[src/hdl/grf_pkg.sv]
// shared types, constants and the quarter-wave sine table for the ray fan block
// no dependencies; grf_cmd_if, grf_ctrl, grf_dp and the top level import this package
package grf_pkg;

    // grid and ray configuration
    localparam int GRID_W    = 32;
    localparam int GRID_H    = 32;
    localparam int RAY_COUNT = 160;
    localparam int FRAC_BITS = 8;

    // fixed field widths
    localparam int FUNC_W   = 2;
    localparam int CELL_IN_W = 5;
    localparam int FLAGS_W  = 4;
    localparam int ORIG_W   = 13;
    localparam int FACING_W = 2;
    localparam int STEP_SIZE_W = 8;
    localparam logic [STEP_SIZE_W-1:0] STEP_SIZE_RST = 8'd128;

    // derived widths
    localparam int CX_W      = $clog2(GRID_W);
    localparam int CY_W      = $clog2(GRID_H);
    localparam int ADDR_W    = CX_W + CY_W;
    localparam int CELL_DEPTH = 1 << ADDR_W;
    localparam int GRID_BITS = (CX_W > CY_W) ? CX_W : CY_W;
    localparam int POS_BASE  = (ORIG_W > GRID_BITS + FRAC_BITS) ? ORIG_W : GRID_BITS + FRAC_BITS;
    localparam int POS_W     = ((POS_BASE > 9) ? POS_BASE : 9) + 2;
    localparam int CELL_W    = POS_W - FRAC_BITS;
    localparam int R_W       = $clog2(RAY_COUNT + 1);
    localparam int K_W       = $clog2(RAY_COUNT);
    localparam int SIN_W     = 15;
    localparam int TRIG_W    = SIN_W + 1;
    localparam int PROD_W    = TRIG_W + STEP_SIZE_W + 1;
    localparam int STEP_W    = 10;
    localparam int TRIG_FRAC = 14;

    // operation codes
    localparam logic [FUNC_W-1:0] FUNC_WALL = 2'd0;
    localparam logic [FUNC_W-1:0] FUNC_CAST = 2'd1;
    localparam logic [FUNC_W-1:0] FUNC_READ = 2'd2;
    localparam logic [FUNC_W-1:0] FUNC_RSVD = 2'd3;

    // wall flag bit positions
    localparam int WALL_E = 0;
    localparam int WALL_S = 1;
    localparam int WALL_W = 2;
    localparam int WALL_N = 3;

    localparam logic [63:0] HALF_PI_Q30 = 64'd1686629713;

    typedef struct packed {
        logic [FUNC_W-1:0]    func;
        logic [CELL_IN_W-1:0] cell_x;
        logic [CELL_IN_W-1:0] cell_y;
        logic [FLAGS_W-1:0]   wall_flags;
        logic [ORIG_W-1:0]    origin_x;
        logic [ORIG_W-1:0]    origin_y;
        logic [FACING_W-1:0]  facing;
    } t_item;

    typedef struct packed {
        logic latch;
        logic clr_en;
        logic clr_walls;
        logic clr_rst;
        logic wall_wr;
        logic vis_cap;
        logic ray_init;
        logic ray_setup;
        logic step_rd;
        logic step_adv;
        logic ray_next;
        logic out_load;
    } t_cmd;

    typedef struct packed {
        logic [FUNC_W-1:0] func;
        logic clr_last;
        logic ray_last;
        logic cur_in;
        logic stop;
        logic out_free;
    } t_sts;

    typedef logic [SIN_W-1:0] t_sin_tab [0:RAY_COUNT];

    // round(sin(pi/2 * r / RAY_COUNT) * 2^14), taylor series in q30
    function automatic logic [SIN_W-1:0] f_qsin(input int unsigned r);
        logic [63:0] x;
        logic [63:0] term;
        logic [63:0] sum;
        logic [63:0] res;
        bit          neg;
        x    = (HALF_PI_Q30 * 64'(r)) / 64'(RAY_COUNT);
        term = x;
        sum  = x;
        neg  = 1'b1;
        for (int n = 3; n <= 17; n += 2) begin
            term = (term * x) >> 30;
            term = (term * x) >> 30;
            case (n)
                3:       term = term / 64'd6;
                5:       term = term / 64'd20;
                7:       term = term / 64'd42;
                9:       term = term / 64'd72;
                11:      term = term / 64'd110;
                13:      term = term / 64'd156;
                15:      term = term / 64'd210;
                default: term = term / 64'd272;
            endcase
            if (neg) begin
                sum = (sum >= term) ? sum - term : 64'd0;
            end else begin
                sum = sum + term;
            end
            neg = !neg;
        end
        res = (sum + 64'd32768) >> 16;
        if (r == 0) begin
            res = 64'd0;
        end
        return res[SIN_W-1:0];
    endfunction

    function automatic t_sin_tab f_build_sin();
        t_sin_tab t;
        for (int i = 0; i <= RAY_COUNT; i++) begin
            t[i] = f_qsin(i);
        end
        return t;
    endfunction

    localparam t_sin_tab SIN_TAB = f_build_sin();

endpackage

[src/hdl/grf_ctrl.sv]
// sequencer for clear passes, wall writes, reads, ray setup, march steps and result hand-off
// depends on grf_pkg (t_cmd, t_sts, func codes)
module grf_ctrl import grf_pkg::*; (
    input  logic i_clk,
    input  logic i_rst_n,
    input  logic i_in_valid,
    output logic o_in_ready,
    input  t_sts i_sts,
    output t_cmd o_cmd
);
    typedef enum logic [7:0] {
        S_CLR     = 8'b0000_0001,
        S_IDLE    = 8'b0000_0010,
        S_DEC     = 8'b0000_0100,
        S_RDW     = 8'b0000_1000,
        S_RAY     = 8'b0001_0000,
        S_STEP_RD = 8'b0010_0000,
        S_STEP_EV = 8'b0100_0000,
        S_RESP    = 8'b1000_0000
    } t_state;

    t_state r_state, n_state;
    logic   r_clr_walls, n_clr_walls;
    t_cmd   cmd;

    always_comb begin
        n_state     = r_state;
        n_clr_walls = r_clr_walls;
        cmd         = '0;
        cmd.clr_walls = r_clr_walls;
        case (r_state)
            S_CLR: begin
                cmd.clr_en = 1'b1;
                if (i_sts.clr_last) begin
                    n_clr_walls = 1'b0;
                    n_state     = r_clr_walls ? S_IDLE : S_RAY;
                end
            end
            S_IDLE: begin
                if (i_in_valid) begin
                    cmd.latch = 1'b1;
                    n_state   = S_DEC;
                end
            end
            S_DEC: begin
                case (i_sts.func)
                    FUNC_WALL: begin
                        cmd.wall_wr = 1'b1;
                        n_state     = S_RESP;
                    end
                    FUNC_CAST: begin
                        cmd.ray_init = 1'b1;
                        cmd.clr_rst  = 1'b1;
                        n_state      = S_CLR;
                    end
                    FUNC_READ: n_state = S_RDW;
                    default:   n_state = S_RESP;
                endcase
            end
            S_RDW: begin
                cmd.vis_cap = 1'b1;
                n_state     = S_RESP;
            end
            S_RAY: begin
                cmd.ray_setup = 1'b1;
                n_state       = S_STEP_RD;
            end
            S_STEP_RD: begin
                if (i_sts.cur_in) begin
                    cmd.step_rd = 1'b1;
                    n_state     = S_STEP_EV;
                end else if (i_sts.ray_last) begin
                    n_state = S_RESP;
                end else begin
                    cmd.ray_next = 1'b1;
                    n_state      = S_RAY;
                end
            end
            S_STEP_EV: begin
                if (!i_sts.stop) begin
                    cmd.step_adv = 1'b1;
                    n_state      = S_STEP_RD;
                end else if (i_sts.ray_last) begin
                    n_state = S_RESP;
                end else begin
                    cmd.ray_next = 1'b1;
                    n_state      = S_RAY;
                end
            end
            S_RESP: begin
                if (i_sts.out_free) begin
                    cmd.out_load = 1'b1;
                    n_state      = S_IDLE;
                end
            end
            default: n_state = S_CLR;
        endcase
    end

    always_ff @(posedge i_clk) begin
        if (!i_rst_n) begin
            r_state     <= S_CLR;
            r_clr_walls <= 1'b1;
        end else begin
            r_state     <= n_state;
            r_clr_walls <= n_clr_walls;
        end
    end

    assign o_in_ready = (r_state == S_IDLE);
    assign o_cmd      = cmd;
endmodule

[config.mk]
export PLATFORM = sky130hd
export DESIGN_NAME = grf_ctrl
export DESIGN_NICKNAME = d
export VERILOG_FILES = /design/src/hdl/grf_pkg.sv /design/src/hdl/grf_ctrl.sv
export SDC_FILE = /design/constraint.sdc
export NUM_CORES = 1
export LEC_CHECK = 0
export ABC_AREA = 1
export ABC_CLOCK_PERIOD_IN_PS = 1500
export BUFFER_PORTS_ARGS = -buffer_cell sky130_fd_sc_hd__buf_2
export CORE_MARGIN = 4
export CORE_UTILIZATION = 50
export DETAILED_ROUTE_END_ITERATION = 10
export PLACE_DENSITY = 0.78
export SLEW_MARGIN = 30
export SYNTH_ARGS = -nofsm -noshare
export SYNTH_HDL_FRONTEND = slang
export SYNTH_SLANG_ARGS = --single-unit
[constraint.sdc]
create_clock -name i_clk -period 1.5 [get_ports i_clk]
set_input_delay 0.075 -clock i_clk [delete_from_list [all_inputs] [get_ports i_clk]]
set_output_delay 0.075 -clock i_clk [all_outputs]
set_load 0.01 [all_outputs]
==> impl_metrics.env, run 1 <==
export IMPL_worstReg2RegStart="r_state[1]"
export IMPL_p_sw_share_pct=44.9
export IMPL_cts_root_buf="clkbuf_4"
export IMPL_n_antenna_cell=0
export IMPL_synth_warning_count=0
export IMPL_gr_total_overflow=0
export IMPL_first_iter_violations=19
export IMPL_hold_slack_ns=0.106
export IMPL_cts_num_sinks=9
export IMPL_post_place_ws_ns=0.283
export IMPL_critPathKind="flop to output pin"
export IMPL_syn_avg_cell_area_um2=6.52
export IMPL_min_to="r_clr_walls"
export IMPL_slew_violations=0
export IMPL_fp_dieH_um=47.2
export IMPL_rsz0062_at_grt="true"
export IMPL_tightest_slew_ns=0.246
export IMPL_r2r_end="r_state[4]"
export IMPL_p_leak_uw=0.000556
export IMPL_switchingPower_uw=505
export IMPL_start_kind="flop"
export IMPL_gp_congestion=0.815
export IMPL_syn_nets=132
export IMPL_synthesis_area_um2=769
export IMPL_p_int_uw=620
export IMPL_arrival_ns=1.36
export IMPL_syn_inst=118
export IMPL_async_reset_ff_share_pct=0
export IMPL_fin_crit_ns=1.44
export IMPL_combPwrFrac_pct=55.3
export IMPL_synthMostInstantiatedCell="nand2_1"
export IMPL_synth_seq_area_share_pct=23.4
export IMPL_grt_pass1_wl_um=3110
export IMPL_clk_pin_slew_ns=0.06
export IMPL_rr_worst_depth=10
export IMPL_status="completed"
export IMPL_area_delta_synth_final_pct=25.7
export IMPL_antenna_left=0
export IMPL_synth_ff_type="dfxtp_1"
export IMPL_io_pin_count=23
export IMPL_viasPerCell=4.88
export IMPL_final_core_util_pct=70.8
export IMPL_min_from="i_sts[4]"
export IMPL_period_share_pct=95.8
export IMPL_hold_viol=0
export IMPL_dieWidth_um=47.2
export IMPL_vias=786
export IMPL_rrSetupSlack_ns=0.21
export IMPL_synth_top_area_share_pct=23.4
export IMPL_slew_limit_headroom_pct=83.5
export IMPL_setup_viol=0
export IMPL_hpwl_um=1420
export IMPL_io_buffers=22
export IMPL_num_rows=13
export IMPL_seqCellArea_um2=184
export IMPL_groute_usage_overall_pct=20.0
export IMPL_finalWorstSetupSlack_ns=0.0631
export IMPL_synth_area_leaders="dfxtp_1, nand2_1, nor2_1"
export IMPL_clkPwrFrac_pct=17.3
export IMPL_grt_pass1_vias=753
export IMPL_fillers=121
export IMPL_cts_buffers=3
export IMPL_start_util_pct=56.3
export IMPL_synth_edff_count=0
export IMPL_synth_common_cells="nand2_1, nor2_1, inv_1"
export IMPL_wl_per_cell_um=11.5
export IMPL_power_density_nw_per_um2=1160
export IMPL_htree_levels=1
export IMPL_synthDistinctLibCells=20
export IMPL_dr_pass1_iters=4
export IMPL_worstSkewPairLatency_ns=0.27
export IMPL_min_path_cells=4
export IMPL_post_dp_cell_area_um2=883
export IMPL_fp_coreArea_um2=1370
export IMPL_drc_errors=0
export IMPL_grt_antenna_before_repair=0
export IMPL_cap_violations=0
export IMPL_nets=161
export IMPL_worstPathRequired_ns=1.42
export IMPL_synth_top_cell_by_area="dfxtp_1"
export IMPL_cts_tree="built"
export IMPL_die_area_um2=2230
export IMPL_hold_path_class="input port to flop"
export IMPL_wirelength_um=1850
export IMPL_clock_skew_ns=0.00729
export IMPL_grt_max_degree=8
export IMPL_stdcell_area_um2=967
export IMPL_fmax_mhz=696
export IMPL_synth_seq_cells=9
export IMPL_path_max_fanout=4
export IMPL_p_seq_share_pct=27.4
export IMPL_cp_end_kind="output pin"
export IMPL_power_total_uw=1130
export IMPL_clock_path_buffers=2
export IMPL_drive_above_1_share_pct=43.8
export IMPL_multi_input_area_um2=498
export IMPL_peakVddDrop_v=0.000711
==> how the worst max path moves through the flow <==
stage                           from       end  slack [ns]  depth (start not counted)
after CTS                 r_state[7]  o_cmd[1]        0.01                          8
after detailed placement  r_state[2]  o_cmd[1]        0.28                          8
after global routing      r_state[7]  o_cmd[1]       -0.04                          8
after floorplan           r_state[7]  o_cmd[8]        0.39                          6
final                     r_state[7]  o_cmd[1]        0.06                          8
after global placement    r_state[3]  o_cmd[1]        0.33                          8
==> critical path, stage by stage, from the launching register on <==
cell and delay (ns):
dfxtp_2 0.32, inv_2 0.07, nand2_4 0.08, nor2_4 0.15
nand2_4 0.08, o22ai_2 0.14, inv_1 0.05, nor2_1 0.07
buf_2 0.13
==> power by group through the flow <==
stage / clock (uW) / sequential, uW / combinational [uW]
2_1_floorplan: 0 / 307 / 458
5_1_grt: 211 / 312 / 691
4_1_cts: 195 / 307 / 616
3_3_place_gp: 0 / 310 / 555
3_5_place_dp: 0 / 312 / 562
6_report: 195 / 308 / 622
==> stage by stage <==
stage	std cells	TNS [ns]
after floorplan	118	0
after global placement	153	0
after detailed placement	153	0
after CTS	160	0
after global routing	161	-0.0424
final	161	0
==> metal layers <==
metal	up-vias	track usage [%]	wire length [um]
met5	-	0	0
met4	0	11.0	30
met3	3	4.21	132
met2	34	32.6	913
met1	340	24.1	774
li1	409	-	-
==> sequential cells by signal, summed over array words and instances (netlist names) <==
signal,count
r_clr_walls,1
r_state,8
==> repair_timing <==
action | in CTS | in global routing
endpoints found under the hold margin | 1 | 0
pin swaps | 1 | 2
hold buffers | 1 | 0
resized for setup | 0 | 7
buffers inserted | 2 | 1
endpoints found under the setup margin | 1 | 1
==> cells by family (layout without fill, tap and decap cells) <==
family,count (synthesis),count (layout),share of synthesized area [%]
flip-flops,9,9,23.4
AO/OA/AOI/OAI,6,6,4.07
AND/OR/NAND/NOR,71,71,51.4
adder cells (fa/ha/maj),4,4,6.50
buffers and inverters,28,56,14.6
==> final cells by class <==
type / instances / share of cell area [%]
flip-flops and latches: 9 / 19.0
multi-input cells: 81 / 51.5
inverters: 26 / 10.1
repair buffers: 26 / 14.7
well taps: 15 / 1.94
clock buffers: 4 / 2.72
==> placed cells by master (no fill, tap or decap), types with 3 or more instances in the layout <==
master    netlist  final
nand4_1         3      3
nand3_1         4      4
clkbuf_4        0      3
inv_1          17     17
buf_2           0     22
dfxtp_2         0      3
nor2_2          8      6
inv_2           9      9
ha_1            4      4
nand2_2         7      6
nand2_4         4      5
nor2_1         18     18
dfxtp_1         9      6
nand2_1        21     21
buf_4           2      3
Power figures use the tool's default switching activity.
==> inputs of run 2 (changes only) <==
--- a/config.mk
+++ b/config.mk
@@ -5,13 +5,13 @@
 export SDC_FILE = /design/constraint.sdc
 export NUM_CORES = 1
 export LEC_CHECK = 0
-export ABC_AREA = 1
 export ABC_CLOCK_PERIOD_IN_PS = 1500
 export BUFFER_PORTS_ARGS = -buffer_cell sky130_fd_sc_hd__buf_2
+export CAP_MARGIN = 10
 export CORE_MARGIN = 4
-export CORE_UTILIZATION = 50
+export CORE_UTILIZATION = 47
 export DETAILED_ROUTE_END_ITERATION = 10
-export PLACE_DENSITY = 0.78
+export PLACE_DENSITY = 0.76
 export SLEW_MARGIN = 30
 export SYNTH_ARGS = -nofsm -noshare
 export SYNTH_HDL_FRONTEND = slang
==> run 2 against run 1 <==
The run now ends with negative setup slack left. Register-to-register slack lost 0.24 ns. Global-route usage up 0.44 points. Utilization is 3.6 points higher. Worst setup slack worse by 0.15 ns. Clock skew decreased by 0.0025 ns. Synthesized cell count fell by 33%. Power increased by 5.1%. Sequential power is 14% higher.
==> impl_metrics.env, run 2 <==
export IMPL_status="finished, violations left"
export IMPL_violations="negative setup slack"
export IMPL_dr_pass1_iters=4
export IMPL_crit_slowest_cell="dfxtp_4"
export IMPL_nets=132
export IMPL_finalWorstSetupSlack_ns=-0.0905
export IMPL_syn_inst=79
export IMPL_htree_levels=1
export IMPL_cap_violations=0
export IMPL_gr_total_overflow=0
export IMPL_worstReg2RegStart="r_state[4]"
export IMPL_synth_common_cells="dfxtp_1, nor2b_1, and2_1, inv_1, nor2_1"
export IMPL_fin_crit_ns=1.59
export IMPL_path_depth=5
export IMPL_hpwl_um=1220
export IMPL_grt_antenna_before_repair=0
export IMPL_drive_above_1_share_pct=52.1
export IMPL_rsz0062_at_grt="true"
export IMPL_period_share_pct=106
export IMPL_met3_usage_pct=4.74
export IMPL_dieWidth_um=45.6
export IMPL_top_usage_layer="met2"
export IMPL_clock_path_buffers=2
export IMPL_synth_area_leaders="dfxtp_1, ha_1, nor2b_1"
export IMPL_synthMostInstantiatedCell="dfxtp_1"
export IMPL_layout_commonest_cell="buf_2"
export IMPL_antenna_left=0
export IMPL_cts_root_buf="clkbuf_4"
export IMPL_fillers=101
export IMPL_reg_top3="r_state: 8 flops, r_clr_walls: 1 flops"
export IMPL_post_place_ws_ns=0.00284
export IMPL_start_util_pct=50.3
export IMPL_largest_reg_flops=8
export IMPL_synth_top_area_share_pct=27.2
export IMPL_num_rows=13
export IMPL_cp_end_kind="output pin"
export IMPL_worstPathRequired_ns=1.42
export IMPL_vias=741
export IMPL_wirelength_um=1950
export IMPL_cts_num_sinks=9
export IMPL_postCtsHoldBufs=0
export IMPL_cp_cell_sequence="nor4_4 > nand2_1 > nor2_4 > and2_1 > buf_2"
export IMPL_p_leak_uw=0.000494
export IMPL_fp_coreArea_um2=1320
export IMPL_path_max_fanout=4
export IMPL_io_buffers=22
export IMPL_fp_dieH_um=45.6
export IMPL_synth_warning_count=0
export IMPL_synthDistinctLibCells=31
export IMPL_slew_limit_headroom_pct=73.4
export IMPL_grtUsageMet2_pct=29.8
export IMPL_hold_path_class="input port to flop"
export IMPL_viasPerCell=5.61
export IMPL_grt_pass1_wl_um=2980
export IMPL_grt_max_degree=10
export IMPL_rrSetupSlack_ns=-0.03
export IMPL_final_core_util_pct=74.4
export IMPL_synth_seq_cells=9
export IMPL_worstSkewPairLatency_ns=0.27
export IMPL_clock_skew_ns=0.00484
export IMPL_grt_pass1_vias=618
export IMPL_syn_nets=93
export IMPL_cpPeakStageDelay_ns=0.36
export IMPL_power_density_nw_per_um2=1210
export IMPL_setup_viol=12
export IMPL_synth_ff_type="dfxtp_1"
export IMPL_synth_edff_count=0
export IMPL_syn_avg_cell_area_um2=8.39
export IMPL_wl_per_cell_um=14.8
export IMPL_arrival_ns=1.52
export IMPL_area_delta_synth_final_pct=47.7
export IMPL_hold_viol=0
export IMPL_groute_usage_overall_pct=20.4
export IMPL_io_pin_count=23
export IMPL_start_kind="flop"
export IMPL_met1_usage_pct=27.9
export IMPL_cp_top_family="simple AND/OR/NAND/NOR gates"
export IMPL_synth_top_cell_by_area="dfxtp_1"
export IMPL_slew_violations=0
export IMPL_peakVddDrop_v=0.000685
export IMPL_fmax_mhz=629
export IMPL_gp_congestion=0.877
export IMPL_top_register="r_state"
export IMPL_path_buf_inv=1
export IMPL_critPathLaunch="r_state[4]"
export IMPL_rr_worst_depth=7
export IMPL_async_reset_ff_share_pct=0
export IMPL_crit_path_end="o_cmd[8]"
export IMPL_drc_errors=0
export IMPL_synthesis_area_um2=663
export IMPL_cts_buffers=3
export IMPL_clk_pin_slew_ns=0.06
export IMPL_first_iter_violations=8
export IMPL_critPathKind="flop to output pin"
export IMPL_r2r_end="r_state[1]"
export IMPL_die_area_um2=2080
export IMPL_n_antenna_cell=0
export IMPL_layout_common_cells="buf_2, buf_4, inv_1, and2_1"
export IMPL_cts_tree="built"
export IMPL_synth_seq_area_share_pct=27.2
export IMPL_tightest_slew_ns=0.394
run 2: cells by family (layout without fill, tap and decap cells):
family / after synthesis / count (layout) / synth area share (%)
simple gates: 43 / 43 / 41.3
buf+inv: 7 / 45 / 5.09
flops: 9 / 9 / 27.2
fa+ha+maj: 4 / 4 / 7.55
compound gates: 16 / 16 / 18.9
run 2: layout make-up:
class,instances,area (um^2),share of cell area (%)
inverters,5,18.8,1.92
multi-input cells,63,504,51.5
clock buffers,4,26.3,2.68
well taps,15,18.8,1.92
flip-flops and latches,9,193,19.7
repair buffers,36,219,22.3
run 2: per-stage QoR:
step	power [uW]	area, um^2	instances	hold slack, ns	TNS, ns
after detailed placement	837	785	115	0.335	0
after global placement	834	785	115	0.326	0
final	1180	980	132	0.0628	-0.580
after global routing	1260	980	132	0.0706	-1.83
after floorplan	690	663	79	0.137	0
after CTS	1120	903	127	0.0545	-0.317
run 2: report_power, final:
group,total (uW),leakage (uW),switching [uW],internal (uW)
Sequential,350,0.0000769,64.1,286
Clock,200,0.0000150,96.9,103
Combinational,633,0.000402,312,321
Total,1180,0.000494,473,710
run 2: how the worst min path moves through the flow:
| stage | start | endpoint | slack [ns] | cells past startpoint |
|---|---|---|---|---|
| floorplan | i_rst_n | r_clr_walls | 0.14 | 1 |
| finish | i_rst_n | r_clr_walls | 0.06 | 2 |
| CTS | i_rst_n | r_clr_walls | 0.05 | 2 |
| global route | i_rst_n | r_clr_walls | 0.07 | 2 |
| detailed placement | i_rst_n | r_clr_walls | 0.33 | 2 |
| global placement | i_rst_n | r_clr_walls | 0.33 | 2 |
run 2: per-layer routing:
metal	routed length [um]	vias to the layer above	part of all wire [%]
met5	0	-	0
met4	63	0	3.2
met3	140	8	7.2
met2	954	38	49
met1	789	342	41
li1	-	353	-
run 2: what timing repair did:
item / 4_1_cts / 5_1_grt
buffers inserted: 8 / 5
resized for setup: 11 / 10
pin swaps: 5 / 6
endpoints found under the hold margin: 0 / 0
setup endpoints to repair: 12 / 15
